===== config.mk =====
export PLATFORM = sky130hd
export DESIGN_NAME = sliding_window_sender_control_core_flat
export DESIGN_NICKNAME = d
export VERILOG_FILES = /design/src/hdl/swsc_pkg.sv /design/src/hdl/swsc_req_if.sv /design/src/hdl/swsc_rsp_if.sv /design/src/hdl/sliding_window_sender_control.sv /design/src/flat_wrapper.sv
export SDC_FILE = /design/constraint.sdc
export NUM_CORES = 1
export LEC_CHECK = 0
export ABC_AREA = 1
export BUFFER_PORTS_ARGS = -buffer_cell sky130_fd_sc_hd__buf_4
export CORE_MARGIN = 1.5
export CORE_UTILIZATION = 60
export DETAILED_ROUTE_END_ITERATION = 10
export PLACE_DENSITY_LB_ADDON = 0.3
export RECOVER_POWER = 100
export SYNTH_ARGS = -nofsm -noshare
export SYNTH_HDL_FRONTEND = slang
export SYNTH_SLANG_ARGS = --single-unit

===== constraint.sdc =====
create_clock -name clk -period 4.27 [get_ports clk]
set_clock_uncertainty 0.05 [all_clocks]
set_input_delay 0.2135 -clock clk [delete_from_list [all_inputs] [get_ports clk]]
set_output_delay 0.2135 -clock clk [all_outputs]
set_load 0.01 [all_outputs]

===== src/hdl/swsc_pkg.sv =====
package swsc_pkg;

	typedef logic [2:0] seq_t;
	typedef logic [2:0] count_t;
	typedef logic [3:0] dup_t;

	typedef enum logic [1:0] {
		OP_SEND   = 2'd0,
		OP_ACK    = 2'd1,
		OP_EXPIRE = 2'd2,
		OP_NONE   = 2'd3
	} op_t;

	typedef enum logic [1:0] {
		TMR_NONE    = 2'd0,
		TMR_START   = 2'd1,
		TMR_RESTART = 2'd2
	} timer_act_t;

	typedef enum logic {
		REG_WINDOW_SIZE   = 1'b0,
		REG_DUP_THRESHOLD = 1'b1
	} reg_index_t;

	localparam int CFG_DATA_BITS = 4;

	localparam count_t WINDOW_SIZE_RESET   = 3'd3;
	localparam dup_t   DUP_THRESHOLD_RESET = 4'd3;
	localparam dup_t   DUP_MAX             = 4'd15;

endpackage


===== src/hdl/swsc_req_if.sv =====
interface swsc_req_if #(
	parameter int PAYLOAD_BITS = 32
);
	import swsc_pkg::*;

	logic                    valid;
	logic                    ready;
	op_t                     operation;
	logic [PAYLOAD_BITS-1:0] payload;
	seq_t                    ack_num;
	logic                    ack_checksum_ok;
	seq_t                    expired_seq;

	modport source (
		output valid, operation, payload, ack_num, ack_checksum_ok, expired_seq,
		input  ready
	);

	modport sink (
		input  valid, operation, payload, ack_num, ack_checksum_ok, expired_seq,
		output ready
	);

endinterface


===== src/hdl/swsc_rsp_if.sv =====
interface swsc_rsp_if #(
	parameter int PAYLOAD_BITS = 32
);
	import swsc_pkg::*;

	logic                    valid;
	logic                    ready;
	logic                    send_accepted;
	logic                    tx_valid;
	seq_t                    tx_seq;
	logic [PAYLOAD_BITS-1:0] tx_payload;
	timer_act_t              timer_action;
	seq_t                    timer_seq;
	logic                    window_full;

	modport source (
		output valid, send_accepted, tx_valid, tx_seq, tx_payload, timer_action,
		       timer_seq, window_full,
		input  ready
	);

	modport sink (
		input  valid, send_accepted, tx_valid, tx_seq, tx_payload, timer_action,
		       timer_seq, window_full,
		output ready
	);

endinterface


===== src/hdl/sliding_window_sender_control.sv =====
// go-back-n sender control with mod-8 sequence numbers and fast retransmit
//
// req carries one event per transfer: a send request with its payload, an
// arriving ack (number and checksum flag) or a timer expiry (its tag).
// rsp carries exactly one result per event: whether the send was taken, the
// packet to put on the network (new or resent), the timer command and tag,
// and whether the window is full afterwards.
// cfg_we/cfg_index/cfg_data write window_size (index 0) and dup_threshold
// (index 1); write them only while no event is in progress.
// a req transfer is taken into the input register; the logic behind it
// then writes the result register, where the window state and resend
// store update too. throughput: one event per cycle unless rsp stalls,
// set by the single state update stage.
// reset (arst_n low) empties the window, zeroes base and duplicate count and
// restores window_size 3, dup_threshold 3; the resend store is not cleared.
// when rsp stalls, the result is held and one more event can sit in the
// input register; req.ready then drops until rsp moves again.
module sliding_window_sender_control_core #(
	parameter int STORE_SLOTS  = 8,
	parameter int PAYLOAD_BITS = 32
) (
	input  logic                                clk,
	input  logic                                arst_n,
	swsc_req_if.sink                            req,
	swsc_rsp_if.source                          rsp,
	input  logic                                cfg_we,
	input  swsc_pkg::reg_index_t                cfg_index,
	input  logic [swsc_pkg::CFG_DATA_BITS-1:0]  cfg_data
);
	import swsc_pkg::*;

	localparam int SLOT_W = (STORE_SLOTS > 1) ? $clog2(STORE_SLOTS) : 1;
	localparam logic [3:0] SLOTS4 = 4'(STORE_SLOTS);

	// configuration
	count_t window_size_q;
	dup_t   dup_threshold_q;

	// window state
	seq_t              base_seq_q;
	count_t            in_flight_q;
	logic [SLOT_W-1:0] head_slot_q;
	dup_t              dup_count_q;
	logic              base_advanced_q;
	logic [PAYLOAD_BITS-1:0] store_q [STORE_SLOTS];

	// input stage
	logic                    valid_s1;
	op_t                     op_s1;
	logic [PAYLOAD_BITS-1:0] payload_s1;
	seq_t                    ack_s1;
	logic                    ck_ok_s1;
	seq_t                    exp_s1;

	// result register
	logic                    rsp_valid_q;
	logic                    accepted_q;
	logic                    txv_q;
	seq_t                    txs_q;
	logic [PAYLOAD_BITS-1:0] txp_q;
	timer_act_t              tact_q;
	seq_t                    tseq_q;
	logic                    full_q;

	logic advance;
	logic fire;

	count_t            eff_window;
	logic [3:0]        tail_sum;
	logic [SLOT_W-1:0] tail_slot;
	seq_t              ack_dist;
	count_t            free_cnt;
	logic [3:0]        head_sum;
	dup_t              dup_inc;

	seq_t              base_nxt;
	count_t            in_flight_nxt;
	logic [SLOT_W-1:0] head_nxt;
	dup_t              dup_nxt;
	logic              adv_nxt;
	logic              store_we;

	logic                    accepted_c;
	logic                    txv_c;
	seq_t                    txs_c;
	logic [PAYLOAD_BITS-1:0] txp_c;
	timer_act_t              tact_c;
	seq_t                    tseq_c;

	assign advance   = !rsp_valid_q || rsp.ready;
	assign fire      = valid_s1 && advance;
	assign req.ready = !valid_s1 || advance;

	assign eff_window = (4'(window_size_q) < SLOTS4) ? window_size_q : 3'(STORE_SLOTS);

	// slot of the next free entry, wrapped by one compare and subtract
	assign tail_sum  = 4'(head_slot_q) + 4'(in_flight_q);
	assign tail_slot = (tail_sum >= SLOTS4) ? SLOT_W'(tail_sum - SLOTS4)
	                                        : SLOT_W'(tail_sum);

	assign ack_dist = ack_s1 - base_seq_q;
	assign free_cnt = ack_dist + 3'd1;
	assign head_sum = 4'(head_slot_q) + 4'(free_cnt);
	assign dup_inc  = (dup_count_q < DUP_MAX) ? dup_count_q + 4'd1 : dup_count_q;

	always_comb begin
		base_nxt      = base_seq_q;
		in_flight_nxt = in_flight_q;
		head_nxt      = head_slot_q;
		dup_nxt       = dup_count_q;
		adv_nxt       = base_advanced_q;
		store_we      = 1'b0;
		accepted_c    = 1'b0;
		txv_c         = 1'b0;
		txs_c         = '0;
		txp_c         = '0;
		tact_c        = TMR_NONE;
		tseq_c        = '0;
		case (op_s1)
			OP_SEND: begin
				if (in_flight_q < eff_window) begin
					store_we      = 1'b1;
					accepted_c    = 1'b1;
					txv_c         = 1'b1;
					txs_c         = base_seq_q + in_flight_q;
					txp_c         = payload_s1;
					if (in_flight_q == '0) begin
						tact_c = TMR_START;
						tseq_c = base_seq_q + in_flight_q;
					end
					in_flight_nxt = in_flight_q + 3'd1;
				end
			end
			OP_ACK: begin
				if (ck_ok_s1 && in_flight_q != '0) begin
					if (ack_dist < in_flight_q) begin
						// cumulative ack frees everything up to it
						base_nxt      = base_seq_q + free_cnt;
						head_nxt      = (head_sum >= SLOTS4) ? SLOT_W'(head_sum - SLOTS4)
						                                     : SLOT_W'(head_sum);
						in_flight_nxt = in_flight_q - free_cnt;
						dup_nxt       = '0;
						adv_nxt       = 1'b1;
						tact_c        = TMR_RESTART;
						tseq_c        = base_seq_q + free_cnt;
					end else if (base_advanced_q && ack_s1 == base_seq_q - 3'd1) begin
						dup_nxt = dup_inc;
						if (dup_inc >= dup_threshold_q) begin
							txv_c   = 1'b1;
							txs_c   = base_seq_q;
							txp_c   = store_q[head_slot_q];
							tact_c  = TMR_RESTART;
							tseq_c  = base_seq_q;
							dup_nxt = '0;
						end
					end
				end
			end
			OP_EXPIRE: begin
				if (in_flight_q != '0) begin
					txv_c  = 1'b1;
					txs_c  = base_seq_q;
					txp_c  = store_q[head_slot_q];
					tact_c = TMR_RESTART;
					tseq_c = exp_s1;
				end
			end
			default: begin
			end
		endcase
	end

	always_ff @(posedge clk or negedge arst_n) begin
		if (!arst_n) begin
			window_size_q   <= WINDOW_SIZE_RESET;
			dup_threshold_q <= DUP_THRESHOLD_RESET;
		end else if (cfg_we) begin
			case (cfg_index)
				REG_WINDOW_SIZE:   window_size_q   <= cfg_data[2:0];
				REG_DUP_THRESHOLD: dup_threshold_q <= cfg_data[3:0];
				default: begin
				end
			endcase
		end
	end

	always_ff @(posedge clk or negedge arst_n) begin
		if (!arst_n) begin
			valid_s1 <= 1'b0;
		end else if (req.ready) begin
			valid_s1 <= req.valid;
		end
	end

	always_ff @(posedge clk) begin
		if (req.valid && req.ready) begin
			op_s1      <= req.operation;
			payload_s1 <= req.payload;
			ack_s1     <= req.ack_num;
			ck_ok_s1   <= req.ack_checksum_ok;
			exp_s1     <= req.expired_seq;
		end
	end

	always_ff @(posedge clk or negedge arst_n) begin
		if (!arst_n) begin
			base_seq_q      <= '0;
			in_flight_q     <= '0;
			head_slot_q     <= '0;
			dup_count_q     <= '0;
			base_advanced_q <= 1'b0;
		end else if (fire) begin
			base_seq_q      <= base_nxt;
			in_flight_q     <= in_flight_nxt;
			head_slot_q     <= head_nxt;
			dup_count_q     <= dup_nxt;
			base_advanced_q <= adv_nxt;
		end
	end

	always_ff @(posedge clk) begin
		if (fire && store_we) begin
			store_q[tail_slot] <= payload_s1;
		end
	end

	always_ff @(posedge clk or negedge arst_n) begin
		if (!arst_n) begin
			rsp_valid_q <= 1'b0;
		end else if (advance) begin
			rsp_valid_q <= valid_s1;
		end
	end

	always_ff @(posedge clk) begin
		if (fire) begin
			accepted_q <= accepted_c;
			txv_q      <= txv_c;
			txs_q      <= txs_c;
			txp_q      <= txp_c;
			tact_q     <= tact_c;
			tseq_q     <= tseq_c;
			full_q     <= (in_flight_nxt >= eff_window);
		end
	end

	assign rsp.valid         = rsp_valid_q;
	assign rsp.send_accepted = accepted_q;
	assign rsp.tx_valid      = txv_q;
	assign rsp.tx_seq        = txs_q;
	assign rsp.tx_payload    = txp_q;
	assign rsp.timer_action  = tact_q;
	assign rsp.timer_seq     = tseq_q;
	assign rsp.window_full   = full_q;

endmodule

===== src/flat_wrapper.sv =====
// flat-port wrapper written by rule: the top's interface ports become plain ports
module sliding_window_sender_control_core_flat import swsc_pkg::*;
#(
	parameter int STORE_SLOTS  = 8,
	parameter int PAYLOAD_BITS = 32
)
  (clk, arst_n, cfg_we, cfg_index, cfg_data, req_valid, req_operation, req_payload, req_ack_num, req_ack_checksum_ok, req_expired_seq, req_ready, rsp_valid, rsp_send_accepted, rsp_tx_valid, rsp_tx_seq, rsp_tx_payload, rsp_timer_action, rsp_timer_seq, rsp_window_full, rsp_ready);
  swsc_req_if #(.PAYLOAD_BITS(PAYLOAD_BITS)) req_i ();
  swsc_rsp_if #(.PAYLOAD_BITS(PAYLOAD_BITS)) rsp_i ();
  input  logic clk;
  input  logic arst_n;
  input  logic cfg_we;
  input  swsc_pkg::reg_index_t cfg_index;
  input  logic [swsc_pkg::CFG_DATA_BITS-1:0] cfg_data;
  input wire logic [$bits(req_i.valid)-1:0] req_valid;
  input wire logic [$bits(req_i.operation)-1:0] req_operation;
  input wire logic [$bits(req_i.payload)-1:0] req_payload;
  input wire logic [$bits(req_i.ack_num)-1:0] req_ack_num;
  input wire logic [$bits(req_i.ack_checksum_ok)-1:0] req_ack_checksum_ok;
  input wire logic [$bits(req_i.expired_seq)-1:0] req_expired_seq;
  output wire logic [$bits(req_i.ready)-1:0] req_ready;
  output wire logic [$bits(rsp_i.valid)-1:0] rsp_valid;
  output wire logic [$bits(rsp_i.send_accepted)-1:0] rsp_send_accepted;
  output wire logic [$bits(rsp_i.tx_valid)-1:0] rsp_tx_valid;
  output wire logic [$bits(rsp_i.tx_seq)-1:0] rsp_tx_seq;
  output wire logic [$bits(rsp_i.tx_payload)-1:0] rsp_tx_payload;
  output wire logic [$bits(rsp_i.timer_action)-1:0] rsp_timer_action;
  output wire logic [$bits(rsp_i.timer_seq)-1:0] rsp_timer_seq;
  output wire logic [$bits(rsp_i.window_full)-1:0] rsp_window_full;
  input wire logic [$bits(rsp_i.ready)-1:0] rsp_ready;
  assign req_i.valid = req_valid;
  assign req_i.operation = req_operation;
  assign req_i.payload = req_payload;
  assign req_i.ack_num = req_ack_num;
  assign req_i.ack_checksum_ok = req_ack_checksum_ok;
  assign req_i.expired_seq = req_expired_seq;
  assign req_ready = req_i.ready;
  assign rsp_valid = rsp_i.valid;
  assign rsp_send_accepted = rsp_i.send_accepted;
  assign rsp_tx_valid = rsp_i.tx_valid;
  assign rsp_tx_seq = rsp_i.tx_seq;
  assign rsp_tx_payload = rsp_i.tx_payload;
  assign rsp_timer_action = rsp_i.timer_action;
  assign rsp_timer_seq = rsp_i.timer_seq;
  assign rsp_window_full = rsp_i.window_full;
  assign rsp_i.ready = rsp_ready;
  sliding_window_sender_control_core #(.STORE_SLOTS(STORE_SLOTS), .PAYLOAD_BITS(PAYLOAD_BITS)) u_core (.clk(clk), .arst_n(arst_n), .req(req_i), .rsp(rsp_i), .cfg_we(cfg_we), .cfg_index(cfg_index), .cfg_data(cfg_data));
endmodule

==> results.yml <==
clock_network:
  cts_buffers: 38
  clkLatencyLatePin_ns: 0.54
  cts_sinks: 363
  cts_resized: 0
  path_clk_slew_ns: 0.06
  clockBufferDepth: 3
  cts_htree_levels: 2
  cts-root-buf: "clkbuf_16"
  cts_tree: "done"
power:
  p_int_mw: 7.27
  p_seq_frac: 0.411
  switching_share: 0.342
  p_comb_frac: 0.301
  p_switching_mw: 3.78
  power.density_nw_per_um2: 633
  p_leak_nw: 6.37
  clockPowerShare: 0.288
  peakVddDrop_uv: 417
sta:
  slew_headroom: -0.334
  finalSetupTns_ns: 0
  fin_crit_ns: 3.93
  drv_slew: 103
  worstMarginPinSlew_ns: 2.00
  setup_violations: 0
  layout_setup_ws_ns: 0.335
  period_share: 0.921
  fmax_mhz: 254
  rsz0062_at_grt: "false"
  hold_viol: 0
place:
  placed_area_um2: 16000
  preCtsSetupSlack_ns: 0.562
  port_buffers: 95
  finalWeightedCongestion: 0.931
  post-dp-hpwl_um: 17700
floorplan:
  io_pins: 96
  die_area_um2: 25900
  die_h_um: 161
  core_area_um2: 24400
  die_w_um: 161
  start_util: 0.613
  rows: 57
finish:
  regArea_um2: 10800
  num_antenna_cells: 0
  multi_input_area_um2: 3630
  layout.nets: 1406
  final_core_util: 0.716
  fillers: 1643
  drive_above_1_share: 0.124
  final_cell_area_um2: 17500
  area_growth_pct: 16.8
drt:
  vias: 9679
  vias_per_cell: 5.76
  drt_first_iter_violations: 769
  ant_nets: 0
  wire_per_inst_um: 19.4
  firstDrtPassIters: 5
  drc: 0
  postRouteWirelength_um: 32600
synthesis:
  synthesis.nets: 1255
  synth_area_per_cell_um2: 12.7
  synth-seq-cells: 363
  synth-edff-count: 340
  synth.distinct_cells: 45
  yosys_warnings: 0
  ys.flop_type: "edfxtp_1"
  synth.top_cells.by_count: "edfxtp_1, nor2_1, nand2_1"
  async_reset_ff_frac: 0.0634
  synthTopCellsByArea: "edfxtp_1, nor2_1, o21ai_0"
  yosysTopAreaCell: "edfxtp_1"
  synth.most_common_cell: "edfxtp_1"
  synth_area_um2: 14900
  synth_cells: 1175
  ys_seq_area_frac: 0.722
  synth_top_area_share: 0.683
status:
  violations: "max-capacitance violations, max-slew violations"
  status: "complete, but fails checks"
worst_setup_path:
  worst_ep_arrival_time_ns: 4.03
  crit_path_end_kind: "register"
  worstPathMaxFanout: 20
  start_kind: "register"
  cp.required_ns: 4.37
  crit_type: "reg2reg"
global_route:
  first_global_vias: 9791
  gr-total-overflow: 0
  grt_pass1_wl_um: 51600
  antenna_found_initial: 0
  grt_usage: 0.259
  grt_max_degree: 113
flow_run:
  maxCapViolations: 4
min_path:
  min_path_type: "in2reg"
==> state kept, by name, indices dropped and copies added (netlist names), 4 cells and up <==
name                    flops
u_core.dup_count_q          4
u_core.dup_threshold_q      4
u_core.payload_s1          32
u_core.rsp.tx_payload      32
u_core.store_q            256
==> logic make-up (layout without fill, tap and decap cells) <==
group	after synthesis	in the layout	share of synthesized area
simple gates	426	426	0.115
flops	363	363	0.722
compound gates	234	234	0.0973
buf+inv	114	295	0.0331
fa+ha+maj	29	29	0.0273
xor+xnor	9	9	0.00527
==> power groups by stage <==
stage	clock network, mW	logic [mW]	registers [mW]
6_report	3.18	3.32	4.54
5_1_grt	3.36	3.72	4.58
4_1_cts	3.21	3.50	4.54
3_5_place_dp	0	3.42	4.60
3_3_place_gp	0	3.36	4.59
2_1_floorplan	0	2.42	4.56
==> final timing paths <==
kind                                   startpoint                     end  slack, ns  depth (start not counted)
max in group asynchronous                  arst_n   u_core.head_slot_q[0]       2.70                          2
max reg2reg                 u_core.in_flight_q[2]   u_core.store_q[7][10]       0.34                          9
max                         u_core.in_flight_q[2]   u_core.store_q[7][10]       0.34                          9
min reg2reg                u_core.base_advanced_q  u_core.base_advanced_q       0.42                          2
min                               req_payload[24]   u_core.payload_s1[24]       0.36                          2
min in group asynchronous                  arst_n   u_core.in_flight_q[2]       0.48                          2
==> final cells by class <==
cell class / count / share of cell area
sequential: 363 / 0.618
multi-input combinational: 698 / 0.208
timing repair buffer: 168 / 0.0686
clock buffer: 48 / 0.0578
tap: 324 / 0.0232
inverter: 57 / 0.0125
clock inverter: 22 / 0.0115
==> stage by stage <==
step	std cells	power [mW]	hold WS [ns]
after floorplan	1175	6.98	-0.132
after global placement	1557	7.95	0.0913
after detailed placement	1557	8.02	0.0905
after CTS	1680	11.3	0.0640
after global routing	1680	11.7	0.356
final	1680	11.0	0.359
==> worst max-delay path, cell delays in order, from the launching register on <==
cell	delay (ns)
dfrtp_1	0.59
ha_1	0.33
a21oi_1	0.13
nand2_1	0.10
inv_1	0.10
nand2_1	0.17
nor2_1	0.19
nand2_1	0.16
nor2_1	1.04
clkbuf_2	0.68
==> repair_timing <==
| action | CTS | global route |
|---|---|---|
| setup buffers | 0 | 0 |
| hold endpoints to repair | 73 | 0 |
| hold buffers | 53 | 0 |
==> metal layers <==
metal  wire length [um]  part of all wire  global-route usage  vias to the layer above
met2              16200              0.50               0.429                      382
met4                715             0.022              0.0892                        0
li1                   -                 -                   -                     4511
met3               2260             0.069              0.0447                       58
met1              13500              0.41               0.352                     4728
met5                  0                 0                   0                        -
==> layout by cell type (no fill, tap or decap), types with 7 or more instances in the layout <==
cell type and count:
nor2_1 213, inv_1 48, dlygate4sd3_1 53, nand2_1 173
a31oi_1 33, o221a_2 32, nand3_1 25, ha_1 23
clkbuf_4 38, o21ai_0 147, edfxtp_1 340, clkinv_1 12
a21oi_1 8, clkbuf_16 39, xor2_1 7, clkbuf_1 64
dfrtp_1 17, buf_4 14
No activity file was read; power rests on OpenSTA's default activity.
